<file path="config.mk">
export PLATFORM = sky130hd
export DESIGN_NAME = tcp_stream_reassembler
export DESIGN_NICKNAME = d
export VERILOG_FILES = /design/src/tsr_pkg.sv /design/src/tsr_ram.sv /design/src/tcp_stream_reassembler.sv
export SDC_FILE = /design/constraint.sdc
export NUM_CORES = 1
export LEC_CHECK = 0
export BUFFER_PORTS_ARGS = -buffer_cell sky130_fd_sc_hd__buf_2
export CAP_MARGIN = 20
export CORE_UTILIZATION = 63
export DETAILED_ROUTE_END_ITERATION = 12
export HOLD_SLACK_MARGIN = 0.06
export PLACE_DENSITY = 0.9
export SLEW_MARGIN = 20
export SYNTH_ARGS = -nofsm -noshare
export SYNTH_HDL_FRONTEND = slang
export SYNTH_HIERARCHICAL = 1
export SYNTH_SLANG_ARGS = --single-unit
</file>
<file path="constraint.sdc">
create_clock -name clk -period 6.56 [get_ports clk]
set_clock_uncertainty 0.2 [all_clocks]
set_input_delay 1.312 -clock clk [delete_from_list [all_inputs] [get_ports clk]]
set_output_delay 1.312 -clock clk [all_outputs]
set_load 0.02 [all_outputs]
</file>
<file path="src/tsr_pkg.sv">
// tsr_pkg: shared types and command codes for the stream reassembler.
// No dependencies.
`timescale 1ns / 1ps

package tsr_pkg;

    typedef enum logic [1:0] {
        OP_PUSH = 2'd0,
        OP_END  = 2'd1,
        OP_READ = 2'd2,
        OP_NOP  = 2'd3
    } opcode_t;

    localparam int IDX_W   = 32;
    localparam int BYTE_W  = 8;
    localparam int COUNT_W = 7;

endpackage

</file>
<file path="src/tsr_ram.sv">
// tsr_ram: generic single-write, single-read RAM with registered read data.
// No dependencies.
`timescale 1ns / 1ps

module tsr_ram #(
    parameter int WIDTH = 8,
    parameter int DEPTH = 64
) (
    input  logic                     clk,
    input  logic                     we,
    input  logic [$clog2(DEPTH)-1:0] waddr,
    input  logic [WIDTH-1:0]         wdata,
    input  logic [$clog2(DEPTH)-1:0] raddr,
    output logic [WIDTH-1:0]         rdata
);

    logic [WIDTH-1:0] mem [DEPTH];

    always_ff @(posedge clk)
    begin
        if (we)
        begin
            mem[waddr] <= wdata;
        end
        rdata <= mem[raddr];
    end

endmodule

</file>
<file path="src/tcp_stream_reassembler.sv">
// Stream reassembler: one command item at a time under a small sequencer. A read
// runs S_READ, S_RWAIT (skipped when empty) and S_FINISH; a no-op runs S_FINISH;
// a push or end mark not beyond the window runs S_DECODE, S_WINDOW, S_SLOT/S_VCHK
// as needed, S_DRAIN/S_DCHK per held byte drained, then S_ENDCHK and S_FINISH. An
// item is taken when start is high and busy low; results appear for one cycle
// with done and cannot be stalled. A clearing pass after reset zeroes every valid
// bit (busy high). Uses tsr_pkg and tsr_ram.
`timescale 1ns / 1ps

module tcp_stream_reassembler
    import tsr_pkg::*;
#(
    parameter int CAPACITY = 64
) (
    input  logic                clk,
    input  logic                rst_n,
    input  logic                start,
    output logic                busy,
    input  logic [1:0]          opcode,
    input  logic [IDX_W-1:0]    stream_index,
    input  logic [BYTE_W-1:0]   data_byte,
    input  logic                last_of_stream,
    output logic                done,
    output logic [BYTE_W-1:0]   read_byte,
    output logic                read_valid,
    output logic [IDX_W-1:0]    ack_position,
    output logic [COUNT_W-1:0]  unassembled_count,
    output logic [COUNT_W-1:0]  assembled_count,
    output logic                input_ended
);

    localparam int SLOT_W = $clog2(CAPACITY);
    localparam int SUM_W  = SLOT_W + 1;
    localparam int CNT_W  = $clog2(CAPACITY + 1);

    localparam logic [SLOT_W-1:0] SLOT_LAST = SLOT_W'(CAPACITY - 1);
    localparam logic [SUM_W-1:0]  CAP_S     = SUM_W'(CAPACITY);
    localparam logic [CNT_W-1:0]  CAP_C     = CNT_W'(CAPACITY);
    localparam logic [IDX_W-1:0]  CAP_I     = IDX_W'(CAPACITY);

    typedef enum logic [3:0] {
        S_CLEAR,
        S_IDLE,
        S_DECODE,
        S_WINDOW,
        S_SLOT,
        S_VCHK,
        S_DRAIN,
        S_DCHK,
        S_ENDCHK,
        S_READ,
        S_RWAIT,
        S_FINISH
    } state_t;

    state_t              state_reg, state_next;
    opcode_t             op_reg, op_next;
    logic [IDX_W-1:0]    idx_reg, idx_next;
    logic [BYTE_W-1:0]   data_reg, data_next;
    logic                last_reg, last_next;
    logic [IDX_W-1:0]    d_reg, d_next;
    logic                wrap_reg, wrap_next;
    logic [SLOT_W-1:0]   slot_reg, slot_next;
    logic [SLOT_W-1:0]   clr_reg, clr_next;
    logic [IDX_W-1:0]    ack_reg, ack_next;
    logic [SLOT_W-1:0]   ack_slot_reg, ack_slot_next;
    logic [IDX_W-1:0]    read_reg, read_next;
    logic [SLOT_W-1:0]   read_slot_reg, read_slot_next;
    logic [IDX_W-1:0]    end_reg, end_next;
    logic                end_known_reg, end_known_next;
    logic [CNT_W-1:0]    pend_reg, pend_next;
    logic [CNT_W-1:0]    used_reg, used_next;
    logic                ended_reg, ended_next;

    logic                done_reg, done_next;
    logic [BYTE_W-1:0]   read_byte_reg, read_byte_next;
    logic                read_valid_reg, read_valid_next;
    logic [IDX_W-1:0]    ack_position_reg, ack_position_next;
    logic [COUNT_W-1:0]  unassembled_count_reg, unassembled_count_next;
    logic [COUNT_W-1:0]  assembled_count_reg, assembled_count_next;
    logic                input_ended_reg, input_ended_next;

    // RAM ports
    logic                dat_we;
    logic [SLOT_W-1:0]   dat_waddr;
    logic [SLOT_W-1:0]   dat_raddr;
    logic [BYTE_W-1:0]   dat_rdata;
    logic                vld_we;
    logic [SLOT_W-1:0]   vld_waddr;
    logic                vld_wdata;
    logic [SLOT_W-1:0]   vld_raddr;
    logic                vld_rdata;

    // datapath helpers
    logic [IDX_W:0]      diff;
    logic [IDX_W-1:0]    free_space;
    logic [SUM_W-1:0]    slot_sum;
    logic [SUM_W-1:0]    slot_mod;
    logic [SLOT_W-1:0]   slot_calc;
    logic [IDX_W-1:0]    ack_inc;
    logic [SLOT_W-1:0]   ack_slot_inc;
    logic [IDX_W-1:0]    read_inc;
    logic [SLOT_W-1:0]   read_slot_inc;
    logic                behind;

    tsr_ram #(
        .WIDTH (BYTE_W),
        .DEPTH (CAPACITY)
    ) u_data_ram (
        .clk   (clk),
        .we    (dat_we),
        .waddr (dat_waddr),
        .wdata (data_reg),
        .raddr (dat_raddr),
        .rdata (dat_rdata)
    );

    tsr_ram #(
        .WIDTH (1),
        .DEPTH (CAPACITY)
    ) u_valid_ram (
        .clk   (clk),
        .we    (vld_we),
        .waddr (vld_waddr),
        .wdata (vld_wdata),
        .raddr (vld_raddr),
        .rdata (vld_rdata)
    );

    // slot tracking follows pos % CAPACITY, including the jump at the 2^32 wrap
    always_comb
    begin
        diff       = {1'b0, idx_reg} - {1'b0, ack_reg};
        free_space = CAP_I - IDX_W'(used_reg);
        behind     = d_reg[IDX_W-1];
        slot_sum   = {1'b0, ack_slot_reg} + {1'b0, d_reg[SLOT_W-1:0]};
        slot_mod   = (slot_sum >= CAP_S) ? (slot_sum - CAP_S) : slot_sum;
        // a wrapped index sits below CAPACITY, so it is its own slot
        slot_calc  = wrap_reg ? idx_reg[SLOT_W-1:0] : slot_mod[SLOT_W-1:0];

        ack_inc      = ack_reg + 1'b1;
        ack_slot_inc = ((ack_inc == '0) || (ack_slot_reg == SLOT_LAST)) ? '0
                       : ack_slot_reg + 1'b1;
        read_inc      = read_reg + 1'b1;
        read_slot_inc = ((read_inc == '0) || (read_slot_reg == SLOT_LAST)) ? '0
                        : read_slot_reg + 1'b1;
    end

    always_comb
    begin
        state_next     = state_reg;
        op_next        = op_reg;
        idx_next       = idx_reg;
        data_next      = data_reg;
        last_next      = last_reg;
        d_next         = d_reg;
        wrap_next      = wrap_reg;
        slot_next      = slot_reg;
        clr_next       = clr_reg;
        ack_next       = ack_reg;
        ack_slot_next  = ack_slot_reg;
        read_next      = read_reg;
        read_slot_next = read_slot_reg;
        end_next       = end_reg;
        end_known_next = end_known_reg;
        pend_next      = pend_reg;
        used_next      = used_reg;
        ended_next     = ended_reg;

        done_next              = 1'b0;
        read_byte_next         = read_byte_reg;
        read_valid_next        = read_valid_reg;
        ack_position_next      = ack_position_reg;
        unassembled_count_next = unassembled_count_reg;
        assembled_count_next   = assembled_count_reg;
        input_ended_next       = input_ended_reg;

        dat_we    = 1'b0;
        dat_waddr = slot_calc;
        dat_raddr = read_slot_reg;
        vld_we    = 1'b0;
        vld_waddr = slot_calc;
        vld_wdata = 1'b0;
        vld_raddr = ack_slot_reg;

        unique case (state_reg)
            S_CLEAR:
            begin
                vld_we    = 1'b1;
                vld_waddr = clr_reg;
                clr_next  = clr_reg + 1'b1;
                if (clr_reg == SLOT_LAST)
                begin
                    state_next = S_IDLE;
                end
            end
            S_IDLE:
            begin
                if (start)
                begin
                    op_next         = opcode_t'(opcode);
                    idx_next        = stream_index;
                    data_next       = data_byte;
                    last_next       = last_of_stream;
                    read_byte_next  = '0;
                    read_valid_next = 1'b0;
                    unique case (opcode_t'(opcode)) inside
                        OP_PUSH, OP_END: state_next = S_DECODE;
                        OP_READ:         state_next = S_READ;
                        default:         state_next = S_FINISH;
                    endcase
                end
            end
            S_DECODE:
            begin
                wrap_next  = diff[IDX_W];
                d_next     = diff[IDX_W-1:0];
                state_next = S_WINDOW;
            end
            S_WINDOW:
            begin
                if (!behind && (d_reg >= free_space))
                begin
                    state_next = S_FINISH;
                end
                else
                begin
                    if (op_reg == OP_PUSH && last_reg)
                    begin
                        end_next       = idx_reg + 1'b1;
                        end_known_next = 1'b1;
                    end
                    else if (op_reg == OP_END)
                    begin
                        end_next       = idx_reg;
                        end_known_next = 1'b1;
                    end
                    if (behind)
                    begin
                        state_next = S_ENDCHK;
                    end
                    else if (op_reg == OP_PUSH)
                    begin
                        state_next = S_SLOT;
                    end
                    else
                    begin
                        state_next = S_DRAIN;
                    end
                end
            end
            S_SLOT:
            begin
                slot_next = slot_calc;
                vld_raddr = slot_calc;
                if (d_reg == '0)
                begin
                    // in-order byte goes straight to the assembled region
                    dat_we        = 1'b1;
                    vld_we        = 1'b1;
                    ack_next      = ack_inc;
                    ack_slot_next = ack_slot_inc;
                    used_next     = used_reg + 1'b1;
                    state_next    = S_DRAIN;
                end
                else
                begin
                    state_next = S_VCHK;
                end
            end
            S_VCHK:
            begin
                dat_waddr = slot_reg;
                vld_waddr = slot_reg;
                vld_wdata = 1'b1;
                if (!vld_rdata)
                begin
                    dat_we    = 1'b1;
                    vld_we    = 1'b1;
                    pend_next = pend_reg + 1'b1;
                end
                state_next = S_DRAIN;
            end
            S_DRAIN:
            begin
                vld_raddr  = ack_slot_reg;
                state_next = (used_reg < CAP_C) ? S_DCHK : S_ENDCHK;
            end
            S_DCHK:
            begin
                vld_waddr = ack_slot_reg;
                if (vld_rdata)
                begin
                    vld_we        = 1'b1;
                    ack_next      = ack_inc;
                    ack_slot_next = ack_slot_inc;
                    used_next     = used_reg + 1'b1;
                    if (pend_reg != '0)
                    begin
                        pend_next = pend_reg - 1'b1;
                    end
                    state_next = S_DRAIN;
                end
                else
                begin
                    state_next = S_ENDCHK;
                end
            end
            S_ENDCHK:
            begin
                if (end_known_reg && (ack_reg == end_reg))
                begin
                    ended_next = 1'b1;
                end
                state_next = S_FINISH;
            end
            S_READ:
            begin
                dat_raddr  = read_slot_reg;
                state_next = (used_reg != '0) ? S_RWAIT : S_FINISH;
            end
            S_RWAIT:
            begin
                read_byte_next  = dat_rdata;
                read_valid_next = 1'b1;
                read_next       = read_inc;
                read_slot_next  = read_slot_inc;
                used_next       = used_reg - 1'b1;
                state_next      = S_FINISH;
            end
            S_FINISH:
            begin
                done_next              = 1'b1;
                ack_position_next      = ack_reg;
                unassembled_count_next = COUNT_W'(pend_reg);
                assembled_count_next   = COUNT_W'(used_reg);
                input_ended_next       = ended_reg;
                state_next             = S_IDLE;
            end
            default:
            begin
                state_next = S_IDLE;
            end
        endcase
    end

    always_ff @(posedge clk or negedge rst_n)
    begin
        if (!rst_n)
        begin
            state_reg             <= S_CLEAR;
            op_reg                <= OP_NOP;
            idx_reg               <= '0;
            data_reg              <= '0;
            last_reg              <= 1'b0;
            d_reg                 <= '0;
            wrap_reg              <= 1'b0;
            slot_reg              <= '0;
            clr_reg               <= '0;
            ack_reg               <= '0;
            ack_slot_reg          <= '0;
            read_reg              <= '0;
            read_slot_reg         <= '0;
            end_reg               <= '0;
            end_known_reg         <= 1'b0;
            pend_reg              <= '0;
            used_reg              <= '0;
            ended_reg             <= 1'b0;
            done_reg              <= 1'b0;
            read_byte_reg         <= '0;
            read_valid_reg        <= 1'b0;
            ack_position_reg      <= '0;
            unassembled_count_reg <= '0;
            assembled_count_reg   <= '0;
            input_ended_reg       <= 1'b0;
        end
        else
        begin
            state_reg             <= state_next;
            op_reg                <= op_next;
            idx_reg               <= idx_next;
            data_reg              <= data_next;
            last_reg              <= last_next;
            d_reg                 <= d_next;
            wrap_reg              <= wrap_next;
            slot_reg              <= slot_next;
            clr_reg               <= clr_next;
            ack_reg               <= ack_next;
            ack_slot_reg          <= ack_slot_next;
            read_reg              <= read_next;
            read_slot_reg         <= read_slot_next;
            end_reg               <= end_next;
            end_known_reg         <= end_known_next;
            pend_reg              <= pend_next;
            used_reg              <= used_next;
            ended_reg             <= ended_next;
            done_reg              <= done_next;
            read_byte_reg         <= read_byte_next;
            read_valid_reg        <= read_valid_next;
            ack_position_reg      <= ack_position_next;
            unassembled_count_reg <= unassembled_count_next;
            assembled_count_reg   <= assembled_count_next;
            input_ended_reg       <= input_ended_next;
        end
    end

    assign busy              = (state_reg != S_IDLE);
    assign done              = done_reg;
    assign read_byte         = read_byte_reg;
    assign read_valid        = read_valid_reg;
    assign ack_position      = ack_position_reg;
    assign unassembled_count = unassembled_count_reg;
    assign assembled_count   = assembled_count_reg;
    assign input_ended       = input_ended_reg;

endmodule

</file>
* Yosys cells after proc, flatten, opt, wreduce, memory -nomap -nowiden
Memories as Yosys holds them, arrays and structs flattened. A register that Yosys moved wholly into a read port is not among the register bits. Cells that the tools add are included.
Storage, ports and cells: bits in registers 273, bits in writable memories 576, bits of input ports 46, output and inout bits 58, word-level logic and storage cells 149, memories 2
Operators by class: $add $sub $neg 14, magnitude comparators 3, equal/unequal tests 25, multiplexer cells 50, bitwise logic cells 1, reductions and logical operators 29
Memories:
- u_data_ram.mem | words 64, bits a word 8, read ports 1, clocked after memory_dff 1, write ports 1, line tsr_ram.sv:17 | logic [WIDTH-1:0] mem [DEPTH];
- u_valid_ram.mem | words 64, bits a word 1, read ports 1, clocked after memory_dff 1, write ports 1, line tsr_ram.sv:17
Operators by type and width (number):
- 32-bit 2-to-1 mux | 4
- 32-bit by 1-bit adder with 32-bit output (second input constant) | 3
- 32-bit logical NOT | 3
- 32-bit one-hot mux with 2 select lines | 1
- 6-bit 2-to-1 mux | 8
- 4-bit one-hot mux with 10 select lines | 1
- 7-bit 2-to-1 mux | 5
- 32-bit by 32-bit subtractor with 33-bit output | 1
- 32-bit equality test | 1
- 32-bit greater-or-equal comparator | 1
- 4-bit 2-to-1 mux | 6
- 7-bit one-hot mux with 3 select lines | 1
- 6-bit by 1-bit adder with 6-bit output (second input constant) | 3
- 6-bit equality test (second input constant) | 3
- 6-bit one-hot mux with 3 select lines | 1
- 4-bit by 3-bit equality test with 1-bit output (second input constant) | 4
- 4-bit equality test (second input constant) | 4
- 8-bit one-hot mux with 2 select lines | 1
- 7-bit by 1-bit adder with 7-bit output (second input constant) | 2
- 7-bit one-hot mux with 2 select lines | 1
- 7-bit nonzero test | 2
- 7-bit by 1-bit subtractor with 7-bit output (second input constant) | 2
- 1-bit 2-to-1 mux | 13
- 6-bit one-hot mux with 2 select lines | 1
- other kinds (29) | 50

* Logic depth before layout (Yosys ltp)
Gate-level depths: netlist of run 1.
word-level depth 6, depth in mapped cells 15

* By module
Netlist of run 1, hierarchy kept.
Modules (own cells, without submodules):
- tsr_ram at u_data_ram | instances 1, cells each 940, area an instance 20166.8 um2, sequential area each 15534.9 um2
- tcp_stream_reassembler | instances 1, cells each 1722, area an instance 16275.6 um2, sequential area each 6834.1 um2
- tsr_ram at u_valid_ram | instances 1, cells each 204, area an instance 2914.0 um2, sequential area each 1941.9 um2

* Worst setup path after synthesis of run 1
Ideal clock, no wire load.
path type flip-flop to flip-flop, start register used_reg[2], end register end_reg[10], setup time 125 ps, data arrival time 4683 ps, required time 6235 ps, path slack 1552 ps, stages on the path, launching flop included 15, buffers on the path 1, period minus slack after synthesis 5008 ps, cell sequence dfrtp_1 > nor2_1 > nand3_1 > o31ai_1 > ha_1 > a21o_1 > a21o_1 > a21oi_1 > o311a_1 > o21ai_0 > a31oi_1 > nor4_1 > a2bb2oi_1 > buf_2 > mux2_2
On the way: cells in the longest elaborated chain, start to end 5
RTL lines:
- from (decl) | line tcp_stream_reassembler.sv:72 | logic [CNT_W-1:0] used_reg, used_next;
- from (signal assigned) | line tcp_stream_reassembler.sv:395 | used_reg <= used_next;
- 7-bit by 7-bit subtractor with 8-bit output | line tcp_stream_reassembler.sv:134 | free_space = CAP_I - IDX_W'(used_reg);
- 32-bit greater-or-equal comparator | line tcp_stream_reassembler.sv:222 | if (!behind && (d_reg >= free_space))
- 1-bit logical AND | line tcp_stream_reassembler.sv:222
- 1-bit NOT (no line)
- 3-bit AND reduction (no line)
- to (signal assigned) | line tcp_stream_reassembler.sv:392 | end_reg <= end_next;
- to (decl) | line tcp_stream_reassembler.sv:69 | logic [IDX_W-1:0] end_reg, end_next;
Every way passes these cells. A chain may end at the register's enable or synchronous reset.

* Worst setup path after layout of run 1
start register state_reg[2], end memory u_data_ram.mem[43][1] (enable)
On the way: elaborated cells on any way between the ends 6, classes of those cells 2 x eq/ne; 4 x mux
RTL lines:
- from (decl) | line tcp_stream_reassembler.sv:56 | state_t state_reg, state_next;
- from (signal assigned) | line tcp_stream_reassembler.sv:379 | state_reg <= state_next;
- 4-bit by 3-bit equality test with 1-bit output | line tcp_stream_reassembler.sv:186 | unique case (state_reg)
- 6-bit 2-to-1 mux | line tcp_stream_reassembler.sv:186
- net dat_waddr[1] | line tcp_stream_reassembler.sv:85 | logic [SLOT_W-1:0] dat_waddr;
- to (decl) | line tsr_ram.sv:17
The timed path passes the listed nets, and every way through them passes these cells.

==> flow_metrics.env, run 1 <==
export IMPL_layout_nets=3068
export IMPL_grt_max_degree=163
export IMPL_biggestRegsByFlops="u_data_ram/mem x512, u_valid_ram/mem x64"
export IMPL_muxShareOfSynthArea_pct=11.6
export IMPL_firstDrtPassIters=7
export IMPL_fmax_ghz=0.180
export IMPL_cts_tree="yes"
export IMPL_synth_top_family_by_area="multiplexers"
export IMPL_cts_hold_buf=0
export IMPL_powerDensity_mw_per_mm2=248
export IMPL_grtUsageTotal_pct=32.9
export IMPL_ys_warn_count=6
export IMPL_netlist_area_mm2=0.0394
export IMPL_ys_flop_type="edfxtp_1"
export IMPL_ys_seq_elements=858
export IMPL_grt_pass1_wl_um=157000
export IMPL_final_cell_mix="576 x edfxtp_1, 259 x dfrtp_1, 254 x nand2_1"
export IMPL_hp_class="reg2reg"
export IMPL_worstPathCellList="nor2b_1 > nand2_1 > inv_1 > buf_4 > nand2_1 > o21ai_1 > nor2b_1 > nand3_1 > nor2_1"
export IMPL_largest_reg_flops=512
export IMPL_cp_start_kind="flop"
export IMPL_synth_avg_cell_area_um2=13.7
export IMPL_coreArea_mm2=0.0617
export IMPL_worstPathMaxFanout=39
export IMPL_io_pins=104
export IMPL_required_ps=6640
export IMPL_die_area_mm2=0.0635
export IMPL_grt_pass1_vias=26100
export IMPL_tightest_slew_ps=1160
export IMPL_cts_resized=0
export IMPL_p_total_uw=10800
export IMPL_wl_per_cell_um=27.3
export IMPL_synth_compound_area_share_pct=6.57
export IMPL_maxCapViolations=0
export IMPL_synthArstFlopShare_pct=31.8
export IMPL_drtIter0Drc=4021
export IMPL_slowest_delay_ps=900
export IMPL_syn_nets=3004
export IMPL_synth_cell_type_count=91
export IMPL_cp_top_family="simple AND/OR/NAND/NOR gates"
export IMPL_num_antenna_cells=0
export IMPL_root_buffer="clkbuf_16"
export IMPL_setup_violations_final=0
export IMPL_ant_nets=0
export IMPL_numCtsBuffers=82
export IMPL_min_period_over_period_pct=84.8
export IMPL_h_tree_depth=3
export IMPL_die_h_um=252
export IMPL_portBuffers=103
export IMPL_cts_setup_buffers=0
export IMPL_dp_hpwl_um=62600
export IMPL_gp_congestion=0.928
export IMPL_endpoint_kind="flop"
export IMPL_crit_path_top_delay_cell="nor2_1"
export IMPL_synth_fa_ha_area_share_pct=3.00
export IMPL_drc_errors=0
export IMPL_dieWidth_um=252
export IMPL_core_rowCount=91
export IMPL_critPathBufInv=2
export IMPL_grt_ovfl_total=0
export IMPL_drive_gt1_share_pct=17.3
export IMPL_syn_to_final_growth_pct=10.2
export IMPL_cts_sinks=858
export IMPL_clkLatencyLatePin_ps=660
export IMPL_antenna_found_initial=0
export IMPL_synth_xor_area_share_pct=4.38
export IMPL_crit_arrival_ps=5640
export IMPL_synth_edf_count=576
export IMPL_synth_simple_area_share_pct=10.2
export IMPL_clk_pin_slew_ps=60
export IMPL_setup_tns_ps=0
export IMPL_rsz0062_at_grt="no"
export IMPL_crit_type="reg2reg"
export IMPL_synth_cells=2866
export IMPL_run_status="completed"
export IMPL_vias=26300
export IMPL_clock_path_buffers=3
export IMPL_finalMaxSlewViolations=0
export IMPL_regMostFlops="u_data_ram/mem"
export IMPL_start_util_pct=63.8
export IMPL_hold_viol=0
export IMPL_vias_per_cell=6.86
export IMPL_ys_seq_area_share_pct=61.8
export IMPL_period_needed_ps=5560
export IMPL_final_common_cell="edfxtp_1"
export IMPL_power_leakage_uw=0.0148
export IMPL_vdd_ir_drop_max_mv=0.198
export IMPL_slew_headroom_pct=22.5
export IMPL_routed_wl_um=104000
per-stage QoR:
step                hold slack [ps]  area [µm²]  worst slack, ps  util [%]  instances
floorplan                       198       39400             1550         -       2866
global placement                231       40500             1710      65.6       3681
detailed placement              226       40500             1280      65.6       3681
CTS                             235       43300             1190      70.2       3830
global route                    258       43400              737      70.3       3832
finish                          231       43400              995      70.3       3832
routing by layer:
| metal | wire (µm) | part of all wire, % | global-route usage, % |
|---|---|---|---|
| met4 | 6010 | 5.8 | 16.0 |
| met1 | 37400 | 36 | 43.2 |
| met3 | 11500 | 11 | 6.19 |
| met2 | 49600 | 47 | 53.1 |
| met5 | 0 | 0 | 0 |
cells in the mapped netlist (8+ instances only):
cell type | count | area, µm²
a211oi_1 | 12 | 90.1
o31ai_1 | 9 | 67.6
nand3_1 | 99 | 495
o221ai_1 | 9 | 78.8
o21ai_0 | 110 | 551
nand2_1 | 256 | 961
nor2b_1 | 30 | 188
nor3_1 | 40 | 200
dfrtp_1 | 271 | 6780
a21oi_1 | 74 | 370
o21a_1 | 11 | 82.6
buf_4 | 13 | 97.6
o22ai_1 | 13 | 81.3
xnor2_1 | 122 | 1070
nor2_1 | 226 | 848
buf_2 | 33 | 165
ha_1 | 88 | 1100
clkbuf_1 | 84 | 315
a31oi_1 | 13 | 81.3
buf_1 | 10 | 37.5
inv_1 | 65 | 244
mux2i_1 | 30 | 300
nand2b_1 | 23 | 144
dfxtp_1 | 9 | 180
nand4_1 | 52 | 325
mux4_2 | 136 | 3060
or3_1 | 8 | 50.1
mux2_2 | 86 | 968
o21ai_1 | 10 | 50.1
nor4_1 | 36 | 225
edfxtp_1 | 576 | 17300
and3_1 | 24 | 150
a21o_1 | 46 | 345
xor2_1 | 75 | 657
logic make-up (layout without fill, tap and decap cells):
| logic type | after synthesis | count (layout) |
|---|---|---|
| muxes | 264 | 264 |
| adders and majority gates | 92 | 92 |
| AOI/OAI and AO/OA | 396 | 396 |
| buffers and inverters | 215 | 344 |
| xor gates and xnor gates | 197 | 197 |
| and+or+nand+nor | 844 | 844 |
| DFF | 858 | 858 |
path summary, 6_finish.rpt:
path / from / endpoint / slack (ps) / cells after the start
worst max-delay path: state_reg[2] / u_data_ram/mem[43][1] / 1000 / 9
worst min-delay path: u_data_ram/rdata[0] / read_byte[0] / 230 / 2
worst max register to register: state_reg[2] / u_data_ram/mem[43][1] / 1000 / 9
worst min register to register: u_data_ram/rdata[0] / read_byte[0] / 230 / 2
max in group asynchronous: rst_n / data_reg[3] / 4250 / 2
min in group asynchronous: rst_n / ack_position[12] / 500 / 1
report_power, final:
group	internal, µW	switching, µW
Sequential	5720	0
Combinational	11.6	38.3
Clock	2870	2120
worst min-delay path: stages (launching register included):
cell	delay, ps
dfxtp_1	300
nand2_1	60
nand2_1	40
cell type report:
class,count,area (µm²)
multi-input combinational,1793,14100
clock buffer,99,2180
clock inverter,50,642
inverter,68,255
tap,837,1050
timing repair buffer,127,747
sequential,858,24300
fill,3682,18400
(Power assumes the default switching activity.)
==> run 2, diff against run 1 <==
--- a/config.mk
+++ b/config.mk
@@ -7,10 +7,10 @@
 export LEC_CHECK = 0
 export BUFFER_PORTS_ARGS = -buffer_cell sky130_fd_sc_hd__buf_2
 export CAP_MARGIN = 20
-export CORE_UTILIZATION = 63
+export CORE_UTILIZATION = 57
 export DETAILED_ROUTE_END_ITERATION = 12
 export HOLD_SLACK_MARGIN = 0.06
-export PLACE_DENSITY = 0.9
+export PLACE_DENSITY = 0.87
 export SLEW_MARGIN = 20
 export SYNTH_ARGS = -nofsm -noshare
 export SYNTH_HDL_FRONTEND = slang
==> constraint.sdc (replaced) <==
create_clock -name clk -period 4.55 [get_ports clk]
set_clock_uncertainty 0.2 [all_clocks]
set_input_delay 0.91 -clock clk [delete_from_list [all_inputs] [get_ports clk]]
set_output_delay 0.91 -clock clk [all_outputs]
set_load 0.02 [all_outputs]
==> run 2 against run 1 <==
Critical path depth increased by 3. Final area increased by 0.90%. Sequential power up 44%. Non-clock buffer count is 51 higher. Critical endpoint is now u_data_ram/mem[61][4]. Largest power group unchanged. Die area rose by 10%.
==> flow_metrics.env, run 2 (synthesis results as in run 1) <==
export IMPL_cts_sinks=858
export IMPL_antenna_found_initial=2
export IMPL_routed_wl_um=103000
export IMPL_min_period_over_period_pct=97.1
export IMPL_cts_hold_buf=0
export IMPL_root_buffer="clkbuf_16"
export IMPL_grt_pass1_wl_um=158000
export IMPL_hold_viol=0
export IMPL_start_util_pct=58.1
export IMPL_core_rowCount=95
export IMPL_crit_arrival_ps=4500
export IMPL_grt_ovfl_total=0
export IMPL_setup_violations_final=0
export IMPL_endpoint_kind="flop"
export IMPL_layout_nets=3120
export IMPL_required_ps=4630
export IMPL_power_leakage_uw=0.0150
export IMPL_regMostFlops="u_data_ram/mem"
export IMPL_finalMaxSlewViolations=0
export IMPL_ant_nets=0
export IMPL_maxCapViolations=0
export IMPL_largest_reg_flops=512
export IMPL_h_tree_depth=3
export IMPL_powerDensity_mw_per_mm2=352
export IMPL_n_fill_cell=4432
export IMPL_period_needed_ps=4420
export IMPL_die_area_mm2=0.0701
export IMPL_syn_to_final_growth_pct=11.1
export IMPL_clkLatencyLatePin_ps=660
export IMPL_drtIter0Drc=3573
export IMPL_run_status="completed"
export IMPL_vias_per_cell=6.73
export IMPL_coreArea_mm2=0.0678
export IMPL_setup_tns_ps=0
export IMPL_holdWs_ps=154
export IMPL_wl_per_cell_um=26.3
export IMPL_numCtsBuffers=83
export IMPL_dieWidth_um=265
export IMPL_die_h_um=265
export IMPL_cts_tree="yes"
export IMPL_cp_start_kind="flop"
export IMPL_crit_type="reg2reg"
export IMPL_grt_pass1_vias=26100
export IMPL_worstPathMaxFanout=9
export IMPL_clk_pin_slew_ps=70
export IMPL_fmax_ghz=0.226
export IMPL_tightest_slew_ps=1120
export IMPL_biggestRegsByFlops="u_data_ram/mem x512, u_valid_ram/mem x64"
export IMPL_final_cell_mix="576 x edfxtp_1, 259 x dfrtp_1, 254 x nand2_1"
export IMPL_portBuffers=103
export IMPL_grt_max_degree=111
export IMPL_io_pins=104
export IMPL_dp_hpwl_um=65500
export IMPL_slew_headroom_pct=25.4
export IMPL_gp_congestion=0.942
export IMPL_drive_gt1_share_pct=18.5
export IMPL_firstDrtPassIters=7
export IMPL_hp_class="in2async"
export IMPL_drc_errors=0
export IMPL_clock_path_buffers=3
export IMPL_grtUsageTotal_pct=29.6
export IMPL_vdd_ir_drop_max_mv=0.276
export IMPL_rsz0062_at_grt="yes"
export IMPL_vias=26400
export IMPL_final_common_cell="edfxtp_1"
[run 2: cell count changes in the layout (fill, tap and decap cells not counted), sizes merged]
cell,previous run,this run
diode,0,1
clkbuf,99,109
buf,127,178
clkinv,35,33
inv,66,67
bufinv,12,9
clkinvlp,5,3
[run 2: worst max-delay path: stages (launching register included)]
cell and delay, ps:
dfrtp_1 460, ha_1 210, inv_1 60, fa_1 400, inv_1 80, a21o_1 110, a21oi_1 90, xor2_1 160
o21ai_0 230, inv_1 90, a21oi_1 690, nand3_1 520, nor2_1 740
[run 2: worst paths after layout]
check | end | startpoint | cells past startpoint | slack, ps
worst max register to register | u_data_ram/mem[61][4] | ack_slot_reg[0] | 12 | 130
worst min register to register | unassembled_count[5] | unassembled_count[5] | 2 | 270
worst min-delay path | end_reg[20] | rst_n | 1 | 150
min in group clk | unassembled_count[5] | unassembled_count[5] | 2 | 270
max in group asynchronous | dat_raddr[1] | rst_n | 2 | 2990
worst max-delay path | u_data_ram/mem[61][4] | ack_slot_reg[0] | 12 | 130
[run 2: final cells by class]
class | count | area [µm²] | area share [%]
Clock buffer | 109 | 2210 | 5.06
Inverter | 68 | 255 | 0.583
Timing Repair Buffer | 178 | 1150 | 2.63
Multi-Input combinational cell | 1793 | 14100 | 32.3
Clock inverter | 44 | 573 | 1.31
Antenna cell | 1 | 2.50 | 0.00572
Sequential cell | 858 | 24300 | 55.6
Tap cell | 873 | 1090 | 2.50
[run 2: repair_timing]
item / 4_1_cts / 5_1_grt
buffers inserted: 0 / 0
setup endpoints to repair: 0 / 188
resized for setup: 0 / 3
[run 2: where the power goes]
part | switching (µW) | internal, µW
Clock | 3090 | 3990
Combinational | 57.3 | 18.5
Sequential | 0 | 8250
[run 2: metrics by stage]
step	cell area [µm²]	power (µW)	utilization [%]	instances	setup WS [ps]
floorplan	39400	8410	-	2866	196
finish	43700	15400	64.6	3924	130
global placement	40900	8490	60.4	3770	422
global route	43700	15800	64.6	3923	-132
detailed placement	40900	8490	60.4	3770	201
CTS	43700	15400	64.6	3923	23.8
[run 2: metal layers]
metal / wire length [µm] / GRT usage, %
met5: 13 / 0
met2: 48800 / 47.3
met3: 11700 / 6.52
met1: 37900 / 39.4
met4: 4600 / 12.5
